$ cat config.mk
export PLATFORM = sky130hd
export DESIGN_NAME = fss_timing
export DESIGN_NICKNAME = d
export VERILOG_FILES = /design/src/design/fss_pkg.sv /design/src/design/fss_timing.sv
export SDC_FILE = /design/constraint.sdc
export NUM_CORES = 1
export LEC_CHECK = 0
export BUFFER_PORTS_ARGS = -buffer_cell sky130_fd_sc_hd__buf_2
export CAP_MARGIN = 10
export CORE_MARGIN = 2
export CORE_UTILIZATION = 64
export CTS_CLUSTER_SIZE = 8
export DETAILED_ROUTE_END_ITERATION = 8
export PLACE_DENSITY = 0.85
export SLEW_MARGIN = 30
export SYNTH_ARGS = -nofsm -noshare
export SYNTH_HDL_FRONTEND = slang
export SYNTH_SLANG_ARGS = --single-unit
$ cat constraint.sdc
create_clock -name clk -period 23.5 [get_ports clk]
set_clock_uncertainty 0.2 [all_clocks]
set_input_delay 1.175 -clock clk [delete_from_list [all_inputs] [get_ports clk]]
set_output_delay 1.175 -clock clk [all_outputs]
set_load 0.1 [all_outputs]
$ cat src/design/fss_pkg.sv
// fss_pkg: shared types, constants and saturating adders for the flow shop
// schedule cost block; used by every module under flow_shop_schedule_cost
`default_nettype none
package fss_pkg;

  localparam int MAX_MACHINES = 8;
  localparam int POS_W = (MAX_MACHINES > 1) ? $clog2(MAX_MACHINES) : 1;

  localparam logic [31:0] MAX32 = 32'hFFFF_FFFF;
  localparam logic [47:0] MAX48 = 48'hFFFF_FFFF_FFFF;
  localparam logic [63:0] MAX64 = 64'hFFFF_FFFF_FFFF_FFFF;

  typedef enum logic [0:0] {
    CFG_MACHINES_IN_USE = 1'b0,
    CFG_DEPARTURE_START = 1'b1
  } cfg_index_t;

  typedef struct packed {
    logic [15:0] duration;
    logic [15:0] inserted_delay;
    logic [31:0] earliest_start;
    logic [15:0] wait_cost_rate;
    logic [15:0] finished_cost_rate;
    logic        last_job;
  } task_in_t;

  typedef struct packed {
    logic [31:0] start_time;
    logic [31:0] end_time;
    logic [31:0] wait_time;
    logic [15:0] wait_cost_rate;
    logic [15:0] finished_cost_rate;
    logic        mid_machine;
    logic        last_machine;
    logic        done;
  } timed_t;

  typedef struct packed {
    logic [31:0] task_start;
    logic [31:0] task_end;
    logic        batch_done;
    logic [47:0] wait_cost_total;
    logic [47:0] finished_cost_total;
    logic [31:0] delivery_time;
  } result_t;

  function automatic logic [31:0] add_sat32(input logic [31:0] a, input logic [31:0] b);
    logic [32:0] s;
    s = {1'b0, a} + {1'b0, b};
    return s[32] ? MAX32 : s[31:0];
  endfunction

  function automatic logic [47:0] add_sat48(input logic [47:0] a, input logic [47:0] b);
    logic [48:0] s;
    s = {1'b0, a} + {1'b0, b};
    return s[48] ? MAX48 : s[47:0];
  endfunction

  function automatic logic [63:0] add_sat64(input logic [63:0] a, input logic [63:0] b);
    logic [64:0] s;
    s = {1'b0, a} + {1'b0, b};
    return s[64] ? MAX64 : s[63:0];
  endfunction

endpackage
`default_nettype wire

$ cat src/design/fss_timing.sv
// fss_timing: start and end time recurrence over machines and jobs, with the
// per-machine job-end store; depends on fss_pkg
`default_nettype none
module fss_timing import fss_pkg::*; (
  input  wire logic          clk,
  input  wire logic          rst,
  input  wire logic [3:0]    machines_in_use,
  input  wire logic          item_valid,
  input  wire task_in_t      item,
  output logic               item_ready,
  output logic               timed_valid,
  output timed_t             timed,
  input  wire logic          timed_ready
);

  logic [31:0]      previous_job_end [MAX_MACHINES];
  logic [31:0]      previous_machine_end;
  logic [POS_W-1:0] machine_position;
  logic             first_job_flag;

  logic [7:0]       last_wide;
  logic [POS_W-1:0] last_pos;
  logic [POS_W-1:0] pos;
  logic             is_last;
  logic [31:0]      pj;
  logic [31:0]      base;
  logic [31:0]      start_time;
  logic [31:0]      end_time;
  logic [31:0]      wait_time;
  logic             done;
  logic             fire;

  assign item_ready = !timed_valid || timed_ready;
  assign fire = item_valid && item_ready;

  always_comb begin
    if (machines_in_use == 4'd0) begin
      last_wide = 8'd0;
    end else if (8'(machines_in_use) > 8'(MAX_MACHINES)) begin
      last_wide = 8'(MAX_MACHINES - 1);
    end else begin
      last_wide = 8'(machines_in_use) - 8'd1;
    end
    last_pos = last_wide[POS_W-1:0];
    pos = (machine_position > last_pos) ? last_pos : machine_position;
    is_last = (pos == last_pos);
    pj = previous_job_end[pos];
    if (first_job_flag) begin
      if (pos == '0) begin
        base = item.earliest_start;
      end else begin
        base = (item.earliest_start > previous_machine_end) ? item.earliest_start
                                                             : previous_machine_end;
      end
    end else if (pos == '0) begin
      base = pj;
    end else begin
      base = (pj > previous_machine_end) ? pj : previous_machine_end;
    end
    start_time = add_sat32(base, {16'd0, item.inserted_delay});
    end_time = add_sat32(start_time, {16'd0, item.duration});
    wait_time = (start_time >= previous_machine_end) ? start_time - previous_machine_end
                                                     : 32'd0;
    done = is_last && item.last_job;
  end

  always_ff @(posedge clk) begin
    if (rst) begin
      previous_machine_end <= '0;
      machine_position <= '0;
      first_job_flag <= 1'b1;
      timed_valid <= 1'b0;
    end else begin
      if (item_ready) begin
        timed_valid <= item_valid;
      end
      if (fire) begin
        if (done) begin
          previous_machine_end <= '0;
          machine_position <= '0;
          first_job_flag <= 1'b1;
        end else if (is_last) begin
          previous_machine_end <= end_time;
          machine_position <= '0;
          first_job_flag <= 1'b0;
        end else begin
          previous_machine_end <= end_time;
          machine_position <= pos + POS_W'(1);
        end
      end
    end
  end

  always_ff @(posedge clk) begin
    if (fire) begin
      previous_job_end[pos] <= end_time;
      timed.start_time <= start_time;
      timed.end_time <= end_time;
      timed.wait_time <= wait_time;
      timed.wait_cost_rate <= item.wait_cost_rate;
      timed.finished_cost_rate <= item.finished_cost_rate;
      timed.mid_machine <= (pos != '0) && (pos < last_pos);
      timed.last_machine <= is_last;
      timed.done <= done;
    end
  end

endmodule
`default_nettype wire

Word-level counts from Yosys, hierarchy flattened
Memories as Yosys holds them, arrays and structs flattened.
Cells that the tools add are included.
W data, S select, Z words.

operators by class
  equal/unequal tests = 1
  $add $sub $neg = 5
  $lt $le $gt $ge = 6
  muxes and demuxes = 17
  reductions and logical operators = 10

operators with widths
  kind                   count
  $mux W32               8
  $add A32 B16 Y33       2
  $gt A32 B32 Y1         2
  $ge A32 B32 Y1         1
  $sub A32 B32 Y32       1
  $mux W3                5
  $gt A4 B4 Y1 const B   1
  $logic_not A4 Y1       1
  $mux W1                4
  $add A3 B1 Y3 const B  1
  $eq A3 B3 Y1           1
  $gt A3 B3 Y1           1
  $logic_and A1 B1 Y1    3
  $logic_not A3 Y1       1
  $lt A3 B3 Y1           1
  $reduce_bool A3 Y1     1
  $sub A3 B1 Y3 const B  1
  $reduce_and A2 Y1      1
  $reduce_bool A2 Y1     1
  $logic_not A1 Y1       1
  $logic_or A1 B1 Y1     1

word-level totals
  bits in registers = 168
  output and inout port bits = 133
  memories kept = 1
  logic and storage cells = 52
  memory bits (writable) = 256

memory list
  name              words  bits a word  read ports  clocked after memory_dff  wr ports  line              RTL
  previous_job_end  8      32           1           0                         1         fss_timing.sv:16  logic [31:0] previous_job_end [MAX_MACHINES];

Longest topological paths before layout
Gate-level depths: netlist of the first run.
An unclocked memory read counts as a cell.

  word-level depth = 15
  gate-level depth with buffers = 67
  depth with buffers taken out = 54

Least setup slack after synthesis of the first run
Ideal clock, no wire load.

  path kind = input to register
  from = input machines_in_use[0]
  to = memory previous_job_end[0][27], data pin
  path buffers = 15
  slack = 10.106 ns
  required time = 23.024 ns
  arrival time = 12.918 ns
  stages = 67
  setup time = 0.276 ns
  path through = inv_1 > ha_1 > inv_1 > maj3_1 > inv_1 > ha_1 > and3b_1 > buf_6 > o21a_4 > mux2_4 > buf_4 > buf_4 > buf_4 > clkbuf_1 > clkbuf_1 > nand2_1 > nand3_1 > nand3_1 > [31 not listed] > inv_1 > fa_1 > nor2b_1 > o21ai_0 > a21boi_0 > o21ai_0 > a21boi_0 > o21ai_0 > a21oi_1 > o41ai_1 > o21a_1 > o21ai_0 > o2111a_1 > and3_1 > buf_6 > nand2_2 > buf_2 > o21ai_0

between the ends
  longest elaborated chain between the ends = 14
  elaborated cells on any way between the ends = 18
  classes of those cells = add/sub (3); order compare (3); mux (9); reduce/logical (2); memory (1)

RTL lines
  element                                        line                                RTL
  from (decl)                                    fss_timing.sv:7                     input wire logic [3:0] machines_in_use,
  $gt A4 B4 Y1 or $sub A3 B1 Y3 (tied branches)  fss_timing.sv:39, fss_timing.sv:42
  $mux W3                                        fss_timing.sv:39                    end else if (8'(machines_in_use) > 8'(MAX_MACHINES)) begin
  $mux W3 (*)                                    fss_timing.sv:37                    if (machines_in_use == 4'd0) begin
  $gt A3 B3 Y1                                   fss_timing.sv:45                    pos = (machine_position > last_pos) ? last_pos : machine_position;
  $mux W3 (*)                                    fss_timing.sv:45
  $mem_v2 Z8 W32                                 n/a
  $gt A32 B32 Y1                                 fss_timing.sv:58                    base = (pj > previous_machine_end) ? pj : previous_machine_end;
  $mux W32                                       fss_timing.sv:58
  $mux W32                                       fss_timing.sv:55                    end else if (pos == '0) begin
  $mux W32 (*)                                   fss_timing.sv:48                    if (first_job_flag) begin
  $add A32 B16 Y33 (*)                           fss_pkg.sv:49                       s = {1'b0, a} + {1'b0, b};
  $mux W32 (*)                                   fss_pkg.sv:50                       return s[32] ? MAX32 : s[31:0];
  net start_time[0]                              fss_timing.sv:27                    logic [31:0] start_time;
  $add A32 B16 Y33 (*)                           fss_pkg.sv:49
  $mux W32 (*)                                   fss_pkg.sv:50
  net end_time[27]                               fss_timing.sv:28                    logic [31:0] end_time;
  to (decl)                                      fss_timing.sv:16

The timed path passes the listed nets; every way through them passes the cells marked *.

Worst setup path after layout of the first run
  from = input machines_in_use[0]
  to = memory previous_job_end[1][27], data pin

Same word-level chain as after synthesis.

==> results of run 1 <==
area by class of cell:
| type | instances | area (µm²) | share of cell area (%) |
|---|---|---|---|
| multi-input combinational | 1499 | 9700 | 37.1 |
| clock inverter | 3 | 53.8 | 0.206 |
| inverter | 78 | 299 | 1.14 |
| sequential | 424 | 12400 | 47.3 |
| timing repair buffer | 267 | 1420 | 5.43 |
| tap | 461 | 577 | 2.21 |
| clock buffer | 109 | 1720 | 6.57 |
layer usage:
layer | GRT usage (%) | part of all wire, % | up-vias
met3 | 7.62 | 13 | 222
met5 | 0.687 | 0 | -
met1 | 49.0 | 39 | 8818
met4 | 15.5 | 3.8 | 0
met2 | 54.7 | 45 | 1361
li1 | - | - | 8343
worst min-delay path, stage by stage (launching register included):
cell and delay, ps:
dfxtp_1 330, nand2_1 60, nand4_1 70
where the power goes:
group | switching (mW) | leakage [nW] | internal, mW | total [mW]
registers | 0.0432 | 3.91 | 1.08 | 1.13
logic | 1.27 | 5.55 | 0.429 | 1.70
clock network | 0.318 | 0.838 | 0.486 | 0.804
total | 1.63 | 10.3 | 2.00 | 3.63
registers in the layout, indices dropped and copies added, names as in the netlist:
| register | count |
|---|---|
| timed_valid | 1 |
| first_job_flag | 1 |
| previous_job_end | 256 |
| timed | 131 |
| previous_machine_end | 32 |
| machine_position | 3 |
Yosys cell counts, drive strengths merged, types with 7 or more instances:
master    n  area, µm²
a211o     7       61.3
a211oi   17        128
a21o     35        263
a21oi    97        485
a221oi    9       85.1
a22oi     7       52.6
a311oi    7       61.3
a31oi    29        181
a32o      8       80.1
a32oi    14        130
and2     15       96.3
and3     14       92.6
buf      38        223
clkbuf   55        206
dfxtp    37        741
edfxtp  387      11600
ha      137       1710
inv      77        289
mux2     11        131
mux2i    46        473
nand2   347       1310
nand2b   16        100
nand3   148        741
nand4    30        194
nor2     88        345
nor2b    16        100
nor3     52        277
nor4     16        100
o211ai   19        143
o21a     19        150
o21ai   122        614
o31a      9       78.8
o31ai    10       80.1
or3       9       61.3
xnor2    31        272
xor2     29        254
cells by family after synthesis:
family	count (synthesis)	synth area share, %
adder cells (fa/ha/maj)	142	7.90
multiplexers	57	2.66
AO/OA/AOI/OAI	463	13.6
buffers and inverters	171	3.18
flip-flops	424	54.4
XOR/XNOR	60	2.31
AND/OR/NAND/NOR	777	16.0
worst max-delay path by stage:
stage                        from                      end  slack [ps]  cells after the start
3_5_place_dp   machines_in_use[0]  previous_job_end[2][27]        6470                     52
3_3_place_gp   machines_in_use[0]  previous_job_end[2][27]        6960                     52
6_report       machines_in_use[0]  previous_job_end[1][27]        6880                     52
2_1_floorplan  machines_in_use[0]  previous_job_end[0][27]       10110                     67
5_1_grt        machines_in_use[0]  previous_job_end[1][27]        5740                     52
4_1_cts        machines_in_use[0]  previous_job_end[1][27]        7030                     52
==> impl_results.md, run 1 <==
- Ratio of final minimum period to clock period: 70.7%
- Most frequent cell on the critical path: o21ai_0
- Worst Hold Class: flip-flop to flip-flop
- Largest fanout on the critical path: 90
- Worst-Margin Slew: 983 ps
- Vias post-DR: 18700
- Slowest stage delay, CP: 710 ps
- Buffers added on ports: 237
- TritonCTS clock tree: done
- Count of state elements after synthesis: 424
- Cell depth of the worst min-delay path: 2
- Number of violations reported at the end of detailed-routing iteration 0: 2317
- Post-DP HPWL: 45.4 mm
- Power consumption: 3.63 mW
- Setup tns final: 0 ps
- Reg2reg setup slack: 7590 ps
- Maximum number of pins on one net before global-route repair: 93
- CP Capture Type: flip-flop
- Max-slew violation total from the final report: 0
- Clock sink count: 424
- Summed area of non-filler cells in the final layout: 0.0261 mm²
- Critical register-to-register path startpoint: machine_position[0]
- Final Worst Setup Slack: 6880 ps
- Number of enable-type register cells in the synthesized netlist: 387
- Starting Density: 64.5%
- Final Routed Wirelength: 66.7 mm
- Minimum hold slack: 312 ps
- Mean area per synthesized cell: 10.8 µm²
- Synth Warn #: 0
- Syn nets: 2339
- Most common library cell in the layout ignoring fill and taps: edfxtp_1
- Share of flip-flops with an asynchronous set or reset after synthesis: 0%
- Area of the core: 0.0352 mm²
- Routability Congestion: 0.977
- NumNets Final: 2574
- Height of the die: 192 µm
- Horizontal die dimension: 192 µm
- Number of buffers between clock root and the deepest sink: 3
- Number of placed I/O pins: 238
- IR drop worst, VDD: 0.000139 V
- Worst Hold Launch: previous_machine_end[29]
- Number of hold buffers added after cts: 0
- Leading cell types in the layout, fill and taps excluded: 387 x edfxtp_1, 345 x nand2_1, 237 x buf_2, 148 x nand3_1, 137 x ha_1
- Area overhead of the layout relative to synthesis: 15.0%
- Type of element launching the critical path: primary input
- Antenna violations before repair: 0
- Vias in the first global route: 17800
- Worst Hold Endpoint: previous_machine_end[29]
- Post-DP Area: 0.0243 mm²
- Final antenna diode count: 0
- GRT overflow: 0
- Cell with the largest stage delay on the worst path: a221oi_1
- Worst Reg2Reg Path Length in Cells: 48
- CTS-repair resized insts: 0
- Number of distinct library cell variants in the gate-level netlist after synthesis: 97
- First-pass iteration count of the detailed router: 6
- Detail-routed net length per standard cell: 23.5 µm
- Cells after Synth: 2094
- Final non-filler cell total: 2841
- Final setup violation count: 0
- Number of nets with antenna violations after detailed routing: 0
- Dominant synthesized flop cell: edfxtp_1
- Leakage power: 10.3 nW
- Final core utilization: 74.2%
- Largest delay share family, worst path: compound AO/OA/AOI/OAI gates
- Total global-route track usage: 35.6%
- Clock root buffer: clkbuf_16
- Number of remaining DRC errors: 0
- Clk slew on worst S/H paths: 50 ps
- Worst setup timing slack at the placement stage: 6470 ps
- Power density over the cells: 139 mW/mm²
- Via-to-Cell Ratio: 6.60
- Die Area: 0.0370 mm²
- Htree depth: 2
- Post-CTS Setup Inserts: 0
- Global-route wire length before repair: 99.5 mm
- Crit Path Category: primary input to flip-flop
- Fin crit period: 16620 ps
- Result of the run: complete, no violations
- Remaining max-slew budget at the tightest pin: 34.1%
- Data arrival time of the worst path: 16660 ps
- Number of buffers created by CTS: 59
- Critical path required time: 23530 ps
- Total standard cell area after synthesis: 0.0227 mm²
- Layout cells sized above 1: 16.3%
- Setup repair after global routing missed its margin: no
- Filler cells: 2303
- Max-cap violations: 0
- Destination of the worst register-to-register timing path: previous_job_end[1][27]
- Bufs and invs on worst path: 8
- Share of the yosys chip area belonging to registers: 54.4%
- Post-placement cell count: 2729
- Fmax: 60.2 MHz
- Site Rows: 69
- Later-pin clock latency in the skew report: 630 ps
- Final number of hold-violating endpoints: 0
Power figures use the tool's default switching activity.
==> run 2: changes to the inputs <==
--- a/config.mk
+++ b/config.mk
@@ -8,10 +8,10 @@
 export BUFFER_PORTS_ARGS = -buffer_cell sky130_fd_sc_hd__buf_2
 export CAP_MARGIN = 10
 export CORE_MARGIN = 2
-export CORE_UTILIZATION = 64
+export CORE_UTILIZATION = 60
 export CTS_CLUSTER_SIZE = 8
 export DETAILED_ROUTE_END_ITERATION = 8
-export PLACE_DENSITY = 0.85
+export PLACE_DENSITY = 0.8
 export SLEW_MARGIN = 30
 export SYNTH_ARGS = -nofsm -noshare
 export SYNTH_HDL_FRONTEND = slang
==> constraint.sdc (replaced) <==
create_clock -name clk -period 17.2 [get_ports clk]
set_clock_uncertainty 0.2 [all_clocks]
set_input_delay 0.86 -clock clk [delete_from_list [all_inputs] [get_ports clk]]
set_output_delay 0.86 -clock clk [all_outputs]
set_load 0.1 [all_outputs]
==> run 2 against run 1 <==
Net effect: power increased by 35%; final cell count grew 1.9%; highest routed layer is now met5; critical path depth shrank 1; design area up 0.27%; largest cell class unchanged; via count is 2.2% lower; core utilization shrank 4.3 points.
==> impl_results.md, run 2 (synthesis gave the netlist of run 1 again) <==
- Global-route wire length before repair: 98.6 mm (-0.89%)
- Post-CTS Setup Inserts: 0 (unchanged)
- Final number of hold-violating endpoints: 0 (unchanged)
- Critical Path Sink: previous_job_end[0][5]
- Leading cell types in the layout, fill and taps excluded: 387 x edfxtp_1, 345 x nand2_1, 237 x buf_2, 148 x nand3_1, 137 x ha_1
- Detail-routed net length per standard cell: 22.8 µm (-2.7%)
- Worst Hold Launch: item[8]
- Max-slew violation total from the final report: 0 (unchanged)
- Register with the most flip-flops: previous_job_end
- CP Capture Type: flip-flop
- Largest register FFs: 256 (unchanged)
- Number of nets with antenna violations after detailed routing: 0 (unchanged)
- Fin crit period: 15460 ps
- First-pass iteration count of the detailed router: 6 (unchanged)
- Horizontal die dimension: 199 µm (+3.2%)
- Starting Density: 60.6% (-3.9 points)
- Area overhead of the layout relative to synthesis: 15.3%
- Data arrival time of the worst path: 15530 ps (-1130 ps)
- Number of buffers between clock root and the deepest sink: 3 (unchanged)
- IR drop worst, VDD: 0.000145 V (+4.3%)
- Setup repair after global routing missed its margin: no
- Worst Hold Class: primary input to flip-flop
- Clk slew on worst S/H paths: 50 ps (about the same)
- Post-DP HPWL: 46.2 mm (+1.7%)
- Slowest stage delay, CP: 800 ps (+90 ps)
- Vias in the first global route: 17200 (-3.5%)
- Regs by FF count: previous_job_end (256), timed (131), previous_machine_end (32)
- Number of placed I/O pins: 238 (unchanged)
- Ratio of final minimum period to clock period: 89.9%
- Routability Congestion: 0.935 (-4.3%)
- CTS-repair resized insts: 0 (unchanged)
- Total global-route track usage: 33.1% (-2.5 points)
- Bufs and invs on worst path: 6 (-2)
- Antenna violations before repair: 2 (+2)
- Largest fanout on the critical path: 69 (-23%)
- Vias post-DR: 18300 (-2.2%)
- Setup tns final: 0 ps (unchanged)
- Leakage power: 10.3 nW (about the same)
- Destination of the worst register-to-register timing path: previous_job_end[0][5]
- Power density over the cells: 188 mW/mm² (+35%)
- Worst setup timing slack at the placement stage: 1470 ps (-5000 ps)
- Later-pin clock latency in the skew report: 630 ps (about the same)
- Largest delay share family, worst path: compound AO/OA/AOI/OAI gates
- Reg2reg setup slack: 2150 ps (-5440 ps)
- Final setup violation count: 0 (unchanged)
- Final Worst Setup Slack: 1740 ps (-5130 ps)
- Die Area: 0.0394 mm² (+6.5%)
- Buffers added on ports: 237 (unchanged)
- Fmax: 64.7 MHz
- Post-placement cell count: 2783 (+2.0%)
- Worst Reg2Reg Path Length in Cells: 47 (-2.1%)
- GRT overflow: 0 (unchanged)
- Type of element launching the critical path: primary input
- Height of the die: 199 µm (+3.2%)
- Maximum number of pins on one net before global-route repair: 80 (-14%)
- Crit Path Category: primary input to flip-flop
- Clock sink count: 424 (unchanged)
- Cell depth of the worst min-delay path: 1 (-1)
- Max-cap violations: 0 (unchanged)
- Cell with the largest stage delay on the worst path: buf_4
- Logic depth of the worst setup path including buffers: 51 (-1.9%)
- Area of the core: 0.0375 mm² (+6.4%)
- Result of the run: complete, no violations
- Critical path required time: 17270 ps (-6260 ps)
- Remaining max-slew budget at the tightest pin: 31.3% (-2.9 points)
- Number of buffers created by CTS: 59 (unchanged)
- Site Rows: 71 (+2.9%)
- NumNets Final: 2578 (+0.16%)
- Worst-Margin Slew: 1030 ps (+47.6 ps)
- Most frequent cell on the critical path: o21ai_0
- Htree depth: 2 (unchanged)
- Summed area of non-filler cells in the final layout: 0.0262 mm² (+0.27%)
- Layout cells sized above 1: 16.3% (+0.063 points)
- Most common library cell in the layout ignoring fill and taps: edfxtp_1
- Post-DP Area: 0.0244 mm² (+0.38%)
- Number of violations reported at the end of detailed-routing iteration 0: 2154 (-7.0%)
- TritonCTS clock tree: done
- Final Routed Wirelength: 66.1 mm (-0.80%)
- Final non-filler cell total: 2895 (+1.9%)
- Critical Path Source: machines_in_use[0]
- Number of hold buffers added after cts: 0 (unchanged)
- Critical register-to-register path startpoint: machine_position[0]
- Via-to-Cell Ratio: 6.33 (-4.0%)
- Clock root buffer: clkbuf_16
- Number of remaining DRC errors: 0 (unchanged)
-- run 2: cell types whose count changed in the layout (fill, tap and decap cells not counted), sizes merged --
cell    previous run  this run
buf              267       271
diode              0         1
clkbuf           109       108
-- run 2: how the worst min path moves through the flow --
stage | endpoint | slack [ps]
4_1_cts | timed[10] | 190
5_1_grt | timed[10] | 200
3_5_place_dp | previous_machine_end[1] | 290
6_report | timed[10] | 210
2_1_floorplan | previous_machine_end[1] | 260
3_3_place_gp | previous_machine_end[1] | 280
-- run 2: where the power goes --
part / switching, mW / total (mW) / internal, mW
combinational: 1.70 / 2.29 / 0.586
sequential: 0.0566 / 1.54 / 1.48
clock: 0.434 / 1.09 / 0.656
total: 2.19 / 4.92 / 2.72
-- run 2: final cells by class --
| cell class | count | area (µm²) |
|---|---|---|
| Antenna cell | 1 | 2.50 |
| Clock buffer | 108 | 1690 |
| Clock inverter | 3 | 58.8 |
| Fill cell | 2700 | 11300 |
| Inverter | 78 | 302 |
| Multi-Input combinational cell | 1499 | 9700 |
| Sequential cell | 424 | 12400 |
| Tap cell | 511 | 639 |
| Timing Repair Buffer | 271 | 1440 |
-- run 2: through the flow --
step / power [mW] / utilization, % / hold slack [ps]
finish: 4.92 / 69.9 / 209
global route: 5.15 / 69.9 / 202
CTS: 4.88 / 69.9 / 187
detailed placement: 3.78 / 65.2 / 292
global placement: 3.72 / 65.2 / 282
floorplan: 3.24 / - / 261
-- run 2: worst register-to-register path, delay by kind of cell, from the launching register on --
kind | cells | cell delay (ps)
AO/OA/AOI/OAI | 24 | 6460
buffers and inverters | 5 | 1950
AND/OR/NAND/NOR | 13 | 3470
adder cells (fa/ha/maj) | 4 | 1300
flip-flops | 1 | 620
multiplexers | 1 | 730
-- run 2: routing by layer --
metal	vias up	share of wire, %	track usage (%)
met4	2	3.0	12.1
li1	8347	-	-
met1	8738	41	46.8
met5	-	0.020	0
met2	1121	45	51.4
met3	131	11	6.05
